`src/hw/rtl/wssd_pkg.sv`:
```
// Shared widths, reciprocal constants and calendar tables for the week-start date core.
// No dependencies; used by week_start_sunday_date_core and wssd_checker.
`default_nettype none

package wssd_pkg;

	localparam int unsigned CodeW  = 27;
	localparam int unsigned YearW  = 14;
	localparam int unsigned RemW   = 14;
	localparam int unsigned MonthW = 4;
	localparam int unsigned DayW   = 5;
	localparam int unsigned WdW    = 3;

	// Pipeline depth from transfer in to result strobe
	localparam int unsigned Latency = 7;

	// code / 10000 = (code >> 4) / 625 = ((code >> 4) * Rcp625) >> 33
	localparam logic [23:0] Rcp625   = 24'd13743896;
	localparam int unsigned Sh625    = 33;
	// x / 100 for x < 10000
	localparam logic [12:0] Rcp100r  = 13'd5243;
	localparam int unsigned Sh100r   = 19;
	// year / 100 for 14-bit year
	localparam logic [13:0] Rcp100y  = 14'd10486;
	localparam int unsigned Sh100y   = 20;
	// x / 7 for x < 2048
	localparam logic [13:0] Rcp7     = 14'd9363;
	localparam int unsigned Sh7      = 16;

	localparam logic [MonthW-1:0] MonJan = 4'd1;
	localparam logic [MonthW-1:0] MonFeb = 4'd2;
	localparam logic [MonthW-1:0] MonDec = 4'd12;

	function automatic logic [DayW-1:0] month_days(input logic [MonthW-1:0] m, input logic leap);
		logic [DayW-1:0] d;
		begin
			case (m)
				4'd1, 4'd3, 4'd5, 4'd7, 4'd8, 4'd10, 4'd12: d = 5'd31;
				4'd4, 4'd6, 4'd9, 4'd11:                    d = 5'd30;
				4'd2:                                       d = leap ? 5'd29 : 5'd28;
				default:                                    d = 5'd0;
			endcase
			return d;
		end
	endfunction

	// (13 * (m' + 1) / 5) mod 7, with January and February taken as months 13 and 14
	function automatic logic [WdW-1:0] zeller_month(input logic [MonthW-1:0] m);
		logic [WdW-1:0] t;
		begin
			case (m)
				4'd1:    t = 3'd1;
				4'd2:    t = 3'd4;
				4'd3:    t = 3'd3;
				4'd4:    t = 3'd6;
				4'd5:    t = 3'd1;
				4'd6:    t = 3'd4;
				4'd7:    t = 3'd6;
				4'd8:    t = 3'd2;
				4'd9:    t = 3'd5;
				4'd10:   t = 3'd0;
				4'd11:   t = 3'd3;
				4'd12:   t = 3'd5;
				default: t = 3'd0;
			endcase
			return t;
		end
	endfunction

endpackage

`default_nettype wire

```
`src/hw/rtl/week_start_sunday_date_core.sv`:
```
// Week-start (Sunday) date core: YYYYMMDD in, Sunday of that week and weekday out.
// Seven-stage pipeline; depends on wssd_pkg.
//
//  channel  | handshake                | payload
//  ---------+--------------------------+------------------------------------------
//  input    | start & !busy            | date_code
//  result   | done (one-cycle strobe)  | week_start_code, day_of_week, date_ok
//
// One date can enter per cycle while busy is low; results leave in transfer order.
// Each stage ends in a register: year, MMDD remainder, month and century, day,
// Zeller sum, mod 7, repack; year, month, century and mod 7 use reciprocals.
// busy is high only while in reset and the cycle after; no state is kept across dates.
// The receiver cannot stall: the pipeline advances every cycle.
`default_nettype none

module week_start_sunday_date_core (
	input  wire logic                           clk,
	input  wire logic                           arst_n,
	input  wire logic                           start,
	output logic                                busy,
	input  wire logic [wssd_pkg::CodeW-1:0]     date_code,
	output logic                                done,
	output logic      [wssd_pkg::CodeW-1:0]     week_start_code,
	output logic      [wssd_pkg::WdW-1:0]       day_of_week,
	output logic                                date_ok
);

	logic ready_q;
	logic [wssd_pkg::Latency-1:0] vld;

	// stage 1
	logic [46:0]                     yprod0;
	logic [wssd_pkg::CodeW-1:0]      code_s1;
	logic [wssd_pkg::YearW-1:0]      year_s1;
	// stage 2
	logic [wssd_pkg::CodeW-1:0]      ypack;
	logic [wssd_pkg::YearW-1:0]      year_s2;
	logic [wssd_pkg::RemW-1:0]       rem_s2;
	// stage 3
	logic [26:0]                     mprod;
	logic [27:0]                     cprod;
	logic [wssd_pkg::YearW-1:0]      year_s3;
	logic [wssd_pkg::RemW-1:0]       rem_s3;
	logic [6:0]                      month_s3;
	logic [7:0]                      yc_s3;
	logic                            adj_s3;
	// stage 4
	logic [wssd_pkg::RemW-1:0]       dayw;
	logic [wssd_pkg::YearW-1:0]      yr100w;
	logic [6:0]                      yr100;
	logic [wssd_pkg::YearW-1:0]      year_s4;
	logic [6:0]                      month_s4;
	logic [6:0]                      day_s4;
	logic [6:0]                      k_s4;
	logic [7:0]                      j_s4;
	logic                            leap_s4;
	// stage 5
	logic [wssd_pkg::MonthW-1:0]     mon4;
	logic [wssd_pkg::DayW-1:0]       dim;
	logic [wssd_pkg::MonthW-1:0]     pmon;
	logic                            mok;
	logic [wssd_pkg::YearW-1:0]      year_s5;
	logic [wssd_pkg::MonthW-1:0]     month_s5;
	logic [wssd_pkg::DayW-1:0]       day_s5;
	logic [wssd_pkg::DayW-1:0]       pdim_s5;
	logic [10:0]                     sum_s5;
	logic                            ok_s5;
	// stage 6
	logic [24:0]                     qprod;
	logic [10:0]                     h7;
	logic [wssd_pkg::WdW-1:0]        h;
	logic [wssd_pkg::WdW-1:0]        wd;
	logic [wssd_pkg::YearW-1:0]      year_s6;
	logic [wssd_pkg::MonthW-1:0]     month_s6;
	logic [wssd_pkg::DayW-1:0]       day_s6;
	logic [wssd_pkg::WdW-1:0]        wd_s6;
	logic                            ok_s6;
	// stage 7
	logic [wssd_pkg::CodeW-1:0]      pack;

	assign busy = !ready_q;

	always_ff @(posedge clk or negedge arst_n) begin
		if (!arst_n) begin
			ready_q <= 1'b0;
			vld     <= '0;
		end else begin
			ready_q <= 1'b1;
			vld     <= {vld[wssd_pkg::Latency-2:0], start & ready_q};
		end
	end

	assign done = vld[wssd_pkg::Latency-1];

	// s1: year by reciprocal of 10000
	assign yprod0 = 47'(date_code[wssd_pkg::CodeW-1:4]) * 47'(wssd_pkg::Rcp625);

	// s2: remainder MMDD
	assign ypack = wssd_pkg::CodeW'(year_s1) * wssd_pkg::CodeW'(14'd10000);

	// s3: month and century by reciprocal of 100
	assign mprod = 27'(rem_s2) * 27'(wssd_pkg::Rcp100r);
	assign cprod = 28'(year_s2) * 28'(wssd_pkg::Rcp100y);

	// s4: day, year within century, Zeller k and j
	assign dayw   = rem_s3 - wssd_pkg::RemW'(month_s3) * 14'd100;
	assign yr100w = year_s3 - wssd_pkg::YearW'(yc_s3) * 14'd100;
	assign yr100  = yr100w[6:0];

	// s5: validity, month lengths, Zeller sum
	assign mon4 = month_s4[3:0];
	assign mok  = (month_s4 >= 7'd1) && (month_s4 <= 7'd12);
	assign dim  = wssd_pkg::month_days(mon4, leap_s4);
	assign pmon = (mon4 == wssd_pkg::MonJan) ? wssd_pkg::MonDec : mon4 - 4'd1;

	// s6: mod 7, weekday, step back to Sunday
	assign qprod = 25'(sum_s5) * 25'(wssd_pkg::Rcp7);
	assign h7    = sum_s5 - 11'(qprod[24:wssd_pkg::Sh7]) * 11'd7;
	assign h     = h7[2:0];
	assign wd    = (h == 3'd0) ? 3'd6 : h - 3'd1;

	// s7: repack
	assign pack = wssd_pkg::CodeW'(year_s6) * wssd_pkg::CodeW'(14'd10000)
		+ wssd_pkg::CodeW'(month_s6) * wssd_pkg::CodeW'(7'd100)
		+ wssd_pkg::CodeW'(day_s6);

	always_ff @(posedge clk) begin
		code_s1 <= date_code;
		year_s1 <= yprod0[wssd_pkg::Sh625 +: wssd_pkg::YearW];

		year_s2 <= year_s1;
		rem_s2  <= wssd_pkg::RemW'(code_s1 - ypack);

		year_s3  <= year_s2;
		rem_s3   <= rem_s2;
		month_s3 <= mprod[wssd_pkg::Sh100r +: 7];
		yc_s3    <= cprod[wssd_pkg::Sh100y +: 8];
		adj_s3   <= rem_s2 < 14'd300;

		year_s4  <= year_s3;
		month_s4 <= month_s3;
		day_s4   <= dayw[6:0];
		// Jan/Feb count as months of the previous year
		k_s4     <= !adj_s3 ? yr100 : ((yr100 == 7'd0) ? 7'd99 : yr100 - 7'd1);
		j_s4     <= (adj_s3 && (yr100 == 7'd0)) ? yc_s3 - 8'd1 : yc_s3;
		leap_s4  <= (year_s3[1:0] == 2'b00) && ((yr100 != 7'd0) || (yc_s3[1:0] == 2'b00));

		year_s5  <= year_s4;
		month_s5 <= mon4;
		day_s5   <= day_s4[4:0];
		pdim_s5  <= wssd_pkg::month_days(pmon, leap_s4);
		ok_s5    <= (year_s4 != '0) && mok && (day_s4 != 7'd0) && (day_s4 <= 7'(dim));
		sum_s5   <= 11'(day_s4) + 11'(wssd_pkg::zeller_month(mon4)) + 11'(k_s4)
			+ 11'(k_s4[6:2]) + 11'(j_s4[7:2]) + 11'(j_s4) * 11'd5;

		ok_s6 <= ok_s5;
		wd_s6 <= wd;
		if (day_s5 > 5'(wd)) begin
			year_s6  <= year_s5;
			month_s6 <= month_s5;
			day_s6   <= day_s5 - 5'(wd);
		end else begin
			year_s6  <= (month_s5 == wssd_pkg::MonJan) ? year_s5 - 14'd1 : year_s5;
			month_s6 <= (month_s5 == wssd_pkg::MonJan) ? wssd_pkg::MonDec : month_s5 - 4'd1;
			day_s6   <= day_s5 + pdim_s5 - 5'(wd);
		end

		week_start_code <= ok_s6 ? pack : '0;
		day_of_week     <= ok_s6 ? wd_s6 : '0;
		date_ok         <= ok_s6;
	end

endmodule

`default_nettype wire

```
`config.mk`:
```
export PLATFORM = sky130hd
export DESIGN_NAME = week_start_sunday_date_core
export DESIGN_NICKNAME = d
export VERILOG_FILES = /design/src/hw/rtl/wssd_pkg.sv /design/src/hw/rtl/week_start_sunday_date_core.sv
export SDC_FILE = /design/constraint.sdc
export NUM_CORES = 1
export LEC_CHECK = 0
export BUFFER_PORTS_ARGS = -buffer_cell sky130_fd_sc_hd__buf_2
export CORE_MARGIN = 2
export CORE_UTILIZATION = 55
export DETAILED_ROUTE_END_ITERATION = 6
export GPL_TIMING_DRIVEN = 1
export MAX_ROUTING_LAYER = met4
export PLACE_DENSITY_LB_ADDON = 0.12
export SLEW_MARGIN = 20
export SYNTH_ARGS = -nofsm -noshare
export SYNTH_HDL_FRONTEND = slang
export SYNTH_SLANG_ARGS = --single-unit
```
`constraint.sdc`:
```
create_clock -name clk -period 15.4 [get_ports clk]
set_input_delay 0.77 -clock clk [delete_from_list [all_inputs] [get_ports clk]]
set_output_delay 0.77 -clock clk [all_outputs]
set_load 0.005 [all_outputs]
```
Word level (Yosys, flattened, before mapping)
Memories as Yosys holds them, arrays and structs flattened. A register that Yosys moved wholly into a read port is not among the register bits.
Cells that the tools add are included.
Word-level totals
  memories: 1
  bits of input ports: 30
  memory bits (read-only): 48
  word-level logic and storage cells: 126
  output and inout port bits: 33
  register bits: 243
Memory list
  (no name shown): depth 16, bits a word 3, rd ports 1, clocked after Yosys merged registers in 1, wr ports 0, RTL line wssd_pkg.sv:51  | case (m)
Cells by class
  $add $sub $neg: 20
  mux-type cells: 13
  bitwise operators: 1
  $mul: 11
  magnitude comparators: 5
  reduce and logical (&&, ||, !) cells: 19
  equality and inequality tests: 25
Operators by type and width (number)
  $mul 23x21->44 const B: 1
  $eq 4x4->1 const B: 10
  $eq 4x3->1 const B: 8
  $pmux 5 s3: 2
  $mux 14: 2
  $add 27x11->27: 1
  $add 27x5->27: 1
  $mul 14x13->27 const B: 1
  $mul 14x13->26 const B: 1
  $mul 11x14->25 const B: 1
  $mul 14x10->23 const B: 1
  $eq 4x2->1 const B: 4
  $lt 14x9->1 const B: 1
  $mul 14x10->10 const B: 1
  $mux 7: 2
  $reduce_bool 14->1: 1
  $reduce_bool 7->1: 2
  $reduce_or 7->1: 2
  $sub 14x1->14 const B: 1
  $sub 14x14->14: 1
  $sub 7x7->7: 2
  $eq 4x1->1 const B: 3
  $mux 4: 3
  $add 10x6->11: 1
  other kinds (32): 41

Depth between registers and ports, before layout
  word-level depth: 7
  depth in mapped cells: 35
  depth with buffers taken out: 35

Least setup slack after synthesis
Ideal clock, no wire load.
  kind: register to register
  start point: register sum_s5[9]
  end point: register year_s6[10] (netlist bit)
  setup slack: 8251 ps
  path buffers: 0
  required time: 15282 ps
  arrival: 7031 ps
  setup time: 118 ps
  cell stages (with the launch flop): 31
  period minus slack after synthesis: 7149 ps
  cells stage by stage: dfxtp_1 > inv_1 > ha_1 > fa_1 > inv_1 > fa_1 > fa_1 > ha_1 > ha_1 > a21o_1 > a21o_1 > a21oi_1 > o21ai_0 > or3_1 > o221a_2 > xor2_1 > xnor2_1 > fa_1 > xor2_1 > xnor2_1 > xnor2_1 > xnor2_1 > ha_1 > ha_1 > a21oi_1 > a41oi_1 > nor3_1 > nand2b_1 > nor4_4 > nand4_1 > xnor2_1
Between the ends
  longest elaborated chain between the ends: 7
  elaborated cells on any way between the ends: 8
  those cells by class: add/sub (2); mul (2); order compare (1); mux (2); reduce/logical (1)
RTL lines
  start, declared: RTL line week_start_sunday_date_core.sv:66  | logic [10:0] sum_s5;
  start signal, assigned: RTL line week_start_sunday_date_core.sv:153  | sum_s5 <= 11'(day_s4) + 11'(wssd_pkg::zeller_month(mon4)) + 11'(k_s4)
  $mul 11x14->25 (*): RTL line week_start_sunday_date_core.sv:117  | assign qprod = 25'(sum_s5) * 25'(wssd_pkg::Rcp7);
  $mul 9x3->3 (*): RTL line week_start_sunday_date_core.sv:118  | assign h7 = sum_s5 - 11'(qprod[24:wssd_pkg::Sh7]) * 11'd7;
  $sub 3x3->3 (*): RTL line week_start_sunday_date_core.sv:118
  $sub 3x1->3 / $logic_not 3->1 (equally long branches): RTL line week_start_sunday_date_core.sv:120  | assign wd = (h == 3'd0) ? 3'd6 : h - 3'd1;
  $mux 3 (*): RTL line week_start_sunday_date_core.sv:120
  $gt 5x3->1 (*): RTL line week_start_sunday_date_core.sv:158  | if (day_s5 > 5'(wd)) begin
  $mux 14 (*): RTL line week_start_sunday_date_core.sv:158
  end signal, assigned: RTL line week_start_sunday_date_core.sv:159  | year_s6 <= year_s5;
  end signal, assigned: RTL line week_start_sunday_date_core.sv:163  | year_s6 <= (month_s5 == wssd_pkg::MonJan) ? year_s5 - 14'd1 : year_s5;
  end, declared: RTL line week_start_sunday_date_core.sv:73  | logic [wssd_pkg::YearW-1:0] year_s6;
Mark *: on every way between the ends. The rest lies on a longest branch, timed or not.
A chain may end at the register's enable or synchronous reset.

Worst setup path after layout
  start point: register sum_s5[9]
  end point: register year_s6[13] (netlist bit)
The elaborated chain is that of the path after synthesis.

==> results.tsv <==
metric	value	unit
synth.top_cell.area_share	0.278	
gr-total-overflow	0	
post-place-cells	3556	
synth_top_family_by_area	adder cells	
fraction_of_final_layout_cells_sized_beyond_drive_strength_1	0.0457	
fin_setup_tns	0	ps
fin_crit_sh	0.505	
synth_enable_flop_cells	0	
floorplan.io_pins	63	
critical_path.endpoint_type	flop	
post-route-drc-count	0	
cp_slowest_stage_delay	510	ps
synth.most_common_cell	sky130_fd_sc_hd__inv_1	
global_route.peak_usage_layer	met2	
via_count	18500	
core.rowCount	83	
post_route_hold_slack	294	ps
max_cap_viol_count	0	
seq_area_frac_synth	0.171	
cts_buf_count	28	
postSynth.asyncResetShare	0.0328	
syn_avg_cell_area	10.2	um^2
clock_latency	580	ps
finalCriticalPeriod	7780	ps
outcome	complete, no violations	
hold_viol_final	0	
place.detailed.hpwl	50800	um
die_w	233	um
initial_core_util	0.558	
clock_tree.buffer_depth	3	
drtAntennaViolNets	0	
antenna_violations_before_repair	0	
layout.nets	3964	
synthAdderAreaFrac	0.551	
required	15860	ps
grt_use_total	0.235	
post_synthesis_compound_gate_area_fraction	0.0678	
post_synth_inst_count	2824	
warning_count_from_the_yosys_run	0	
syn_to_final_growth	7.20	%
global_route.usage.met1	0.301	
met3_use_gr	0.0350	
yosys-top-cells-count	sky130_fd_sc_hd__inv_1 (762), sky130_fd_sc_hd__ha_1 (627), sky130_fd_sc_hd__fa_1 (400), sky130_fd_sc_hd__dfxtp_1 (236), sky130_fd_sc_hd__xnor2_1 (110)	
timing.clock.skew	20.0	ps
post-cts-setup-buffer-count	0	
critical_path.slowest_cell	sky130_fd_sc_hd__fa_1	
postSynthNetCount	3881	
rsz0062_at_grt	false	
clk_transition_reported_paths	60	ps
stdcell_count	3609	
cell_type_with_the_highest_aggregate_area_in_the_netlist	sky130_fd_sc_hd__fa_1	
worstMarginPinSlew	857	ps
grt_pass1_vias	19900	
clock_tree.htree_level_count	1	
relSlewSlack	0.427	
die-area	54100	um^2
drtIter0Drc	721	
startpoint_type	flop	
synth_area_leaders	sky130_fd_sc_hd__fa_1 (28%), sky130_fd_sc_hd__ha_1 (27%), sky130_fd_sc_hd__dfxtp_1 (16%), sky130_fd_sc_hd__inv_1 (9.9%), sky130_fd_sc_hd__xnor2_1 (3.3%)	
timing_worst_setup_path_type	reg2reg	
chipHeight	233	um
cts.sinks	244	
placeableCoreArea	51500	um^2
num_antenna_cells	0	
crit_fanout	13	
report.final.slew_viol_count	0	
drt-vias-per-instance	5.12	
synth_ff_type	sky130_fd_sc_hd__dfxtp_1	
synth.area.mux_share	0.00500	
wl_per_instance	16.0	um
synth_cell_type_count	81	
finalWeightedCongestion	0.972	
detail_route.wirelength	57700	um
grt_pass1_wl	98400	um
buffer_ports.inserted	62	
tritoncts	yes	
synth.ff_latch_count	244	
drt_first_pass_iters	7	
cts_root_buf	sky130_fd_sc_hd__clkbuf_16	
groute.layer.met2.usage	0.391	
synth-xor-area-share	0.0447	
crit_arrival	8240	ps
syn_area	28800	um^2
maximum_clock_rate	129	MHz
holdCritPathClass	in2reg	
synth_simple_gate_area_share	0.0579	
pin_count_of_the_biggest_net_entering_global_routing	18	
setup_viol	0	
==> sequential cells by signal, indices dropped and copies added (netlist names), 8 cells and up, named ones only <==
register         count
year_s5             14
sum_s5              11
year_s2             14
code_s1             14
year_s3             14
year_s1             14
j_s4                 8
rem_s2              14
yc_s3                8
year_s6             14
week_start_code     27
year_s4             14
==> critical path, delay by kind of cell, from the launching register on <==
kind | cells | cell delay (ps)
AO/OA/AOI/OAI | 7 | 1070
adder cells (fa/ha/maj) | 9 | 3400
AND/OR/NAND/NOR | 5 | 1260
XOR/XNOR | 7 | 1220
buffers and inverters | 3 | 340
flip-flops | 1 | 380
==> metal layers <==
metal	part of all wire	routed length, um
met5	0	0
met4	0.026	1480
met3	0.045	2610
met2	0.48	27700
met1	0.45	25900
==> layout by cell type, fill, tap and decap left out, types with 4 or more instances in the layout <==
master	count
sky130_fd_sc_hd__clkbuf_16	28
sky130_fd_sc_hd__nor3_1	33
sky130_fd_sc_hd__inv_6	5
sky130_fd_sc_hd__a21o_1	44
sky130_fd_sc_hd__nor2_1	78
sky130_fd_sc_hd__clkinvlp_4	8
sky130_fd_sc_hd__dfxtp_1	236
sky130_fd_sc_hd__or3_1	10
sky130_fd_sc_hd__o2111ai_1	6
sky130_fd_sc_hd__ha_1	627
sky130_fd_sc_hd__xor2_1	34
sky130_fd_sc_hd__nor2b_1	17
sky130_fd_sc_hd__fa_1	400
sky130_fd_sc_hd__inv_1	762
sky130_fd_sc_hd__or2_2	6
sky130_fd_sc_hd__a211oi_1	13
sky130_fd_sc_hd__o31ai_1	7
sky130_fd_sc_hd__and2_1	19
sky130_fd_sc_hd__mux2i_1	11
sky130_fd_sc_hd__and3_1	14
sky130_fd_sc_hd__dfrtp_1	8
sky130_fd_sc_hd__nand4_1	20
sky130_fd_sc_hd__a21oi_1	86
sky130_fd_sc_hd__o21bai_1	9
sky130_fd_sc_hd__buf_2	62
sky130_fd_sc_hd__nand2_1	60
sky130_fd_sc_hd__a31oi_1	9
sky130_fd_sc_hd__a21boi_0	7
sky130_fd_sc_hd__nor4_1	14
sky130_fd_sc_hd__o21ai_0	47
sky130_fd_sc_hd__nand3_1	26
sky130_fd_sc_hd__o21ai_1	4
sky130_fd_sc_hd__xnor2_1	110
sky130_fd_sc_hd__o21a_1	16
sky130_fd_sc_hd__nand2b_1	14
==> path summary, 6_finish.rpt <==
check / slack, ps / endpoint / from / cells after the start
setup / recovery: 7620 / year_s6[13] / sum_s5[9] / 31
hold / removal: 290 / code_s1[3] / date_code[3] / 1
min in group asynchronous: 540 / vld[1] / arst_n / 2
hold reg to reg: 320 / year_s4[10] / year_s3[10] / 0
max in group asynchronous: 14680 / vld[3] / arst_n / 2
setup reg to reg: 7620 / year_s6[13] / sum_s5[9] / 31
==> repair_timing <==
| item | CTS | global route |
|---|---|---|
| hold endpoints to repair | 8 | 0 |
| hold buffers | 1 | 0 |
| resized for setup | 0 | 0 |
==> cell type report <==
class	count	area, um^2
Clock inverter	20	201
Inverter	764	2870
Timing Repair Buffer	65	335
Clock buffer	32	746
Tap cell	680	851
Multi-Input combinational cell	1804	20900
Fill cell	4506	20700
Sequential cell	244	4920
==> cell families (layout without fill, tap and decap cells) <==
kind of cell / after synthesis / after routing
other: 1 / 1
DFF: 244 / 244
adders and majority gates: 1028 / 1028
and+or+nand+nor: 326 / 326
AOI/OAI and AO/OA: 291 / 291
muxes: 13 / 13
buffers and inverters: 776 / 881
xor gates and xnor gates: 145 / 145
==> through the flow <==
step	utilization	cell area, um^2	setup WS (ps)
after global routing	0.599	30800	7050
after global placement	0.580	29900	7830
final	0.599	30800	7620
after detailed placement	0.580	29900	7670
after floorplan	-	28800	8250
after CTS	0.599	30800	7620
Power is not shown: default switching activity piles up to over one toggle a cycle in this logic, so the estimate is an artifact.
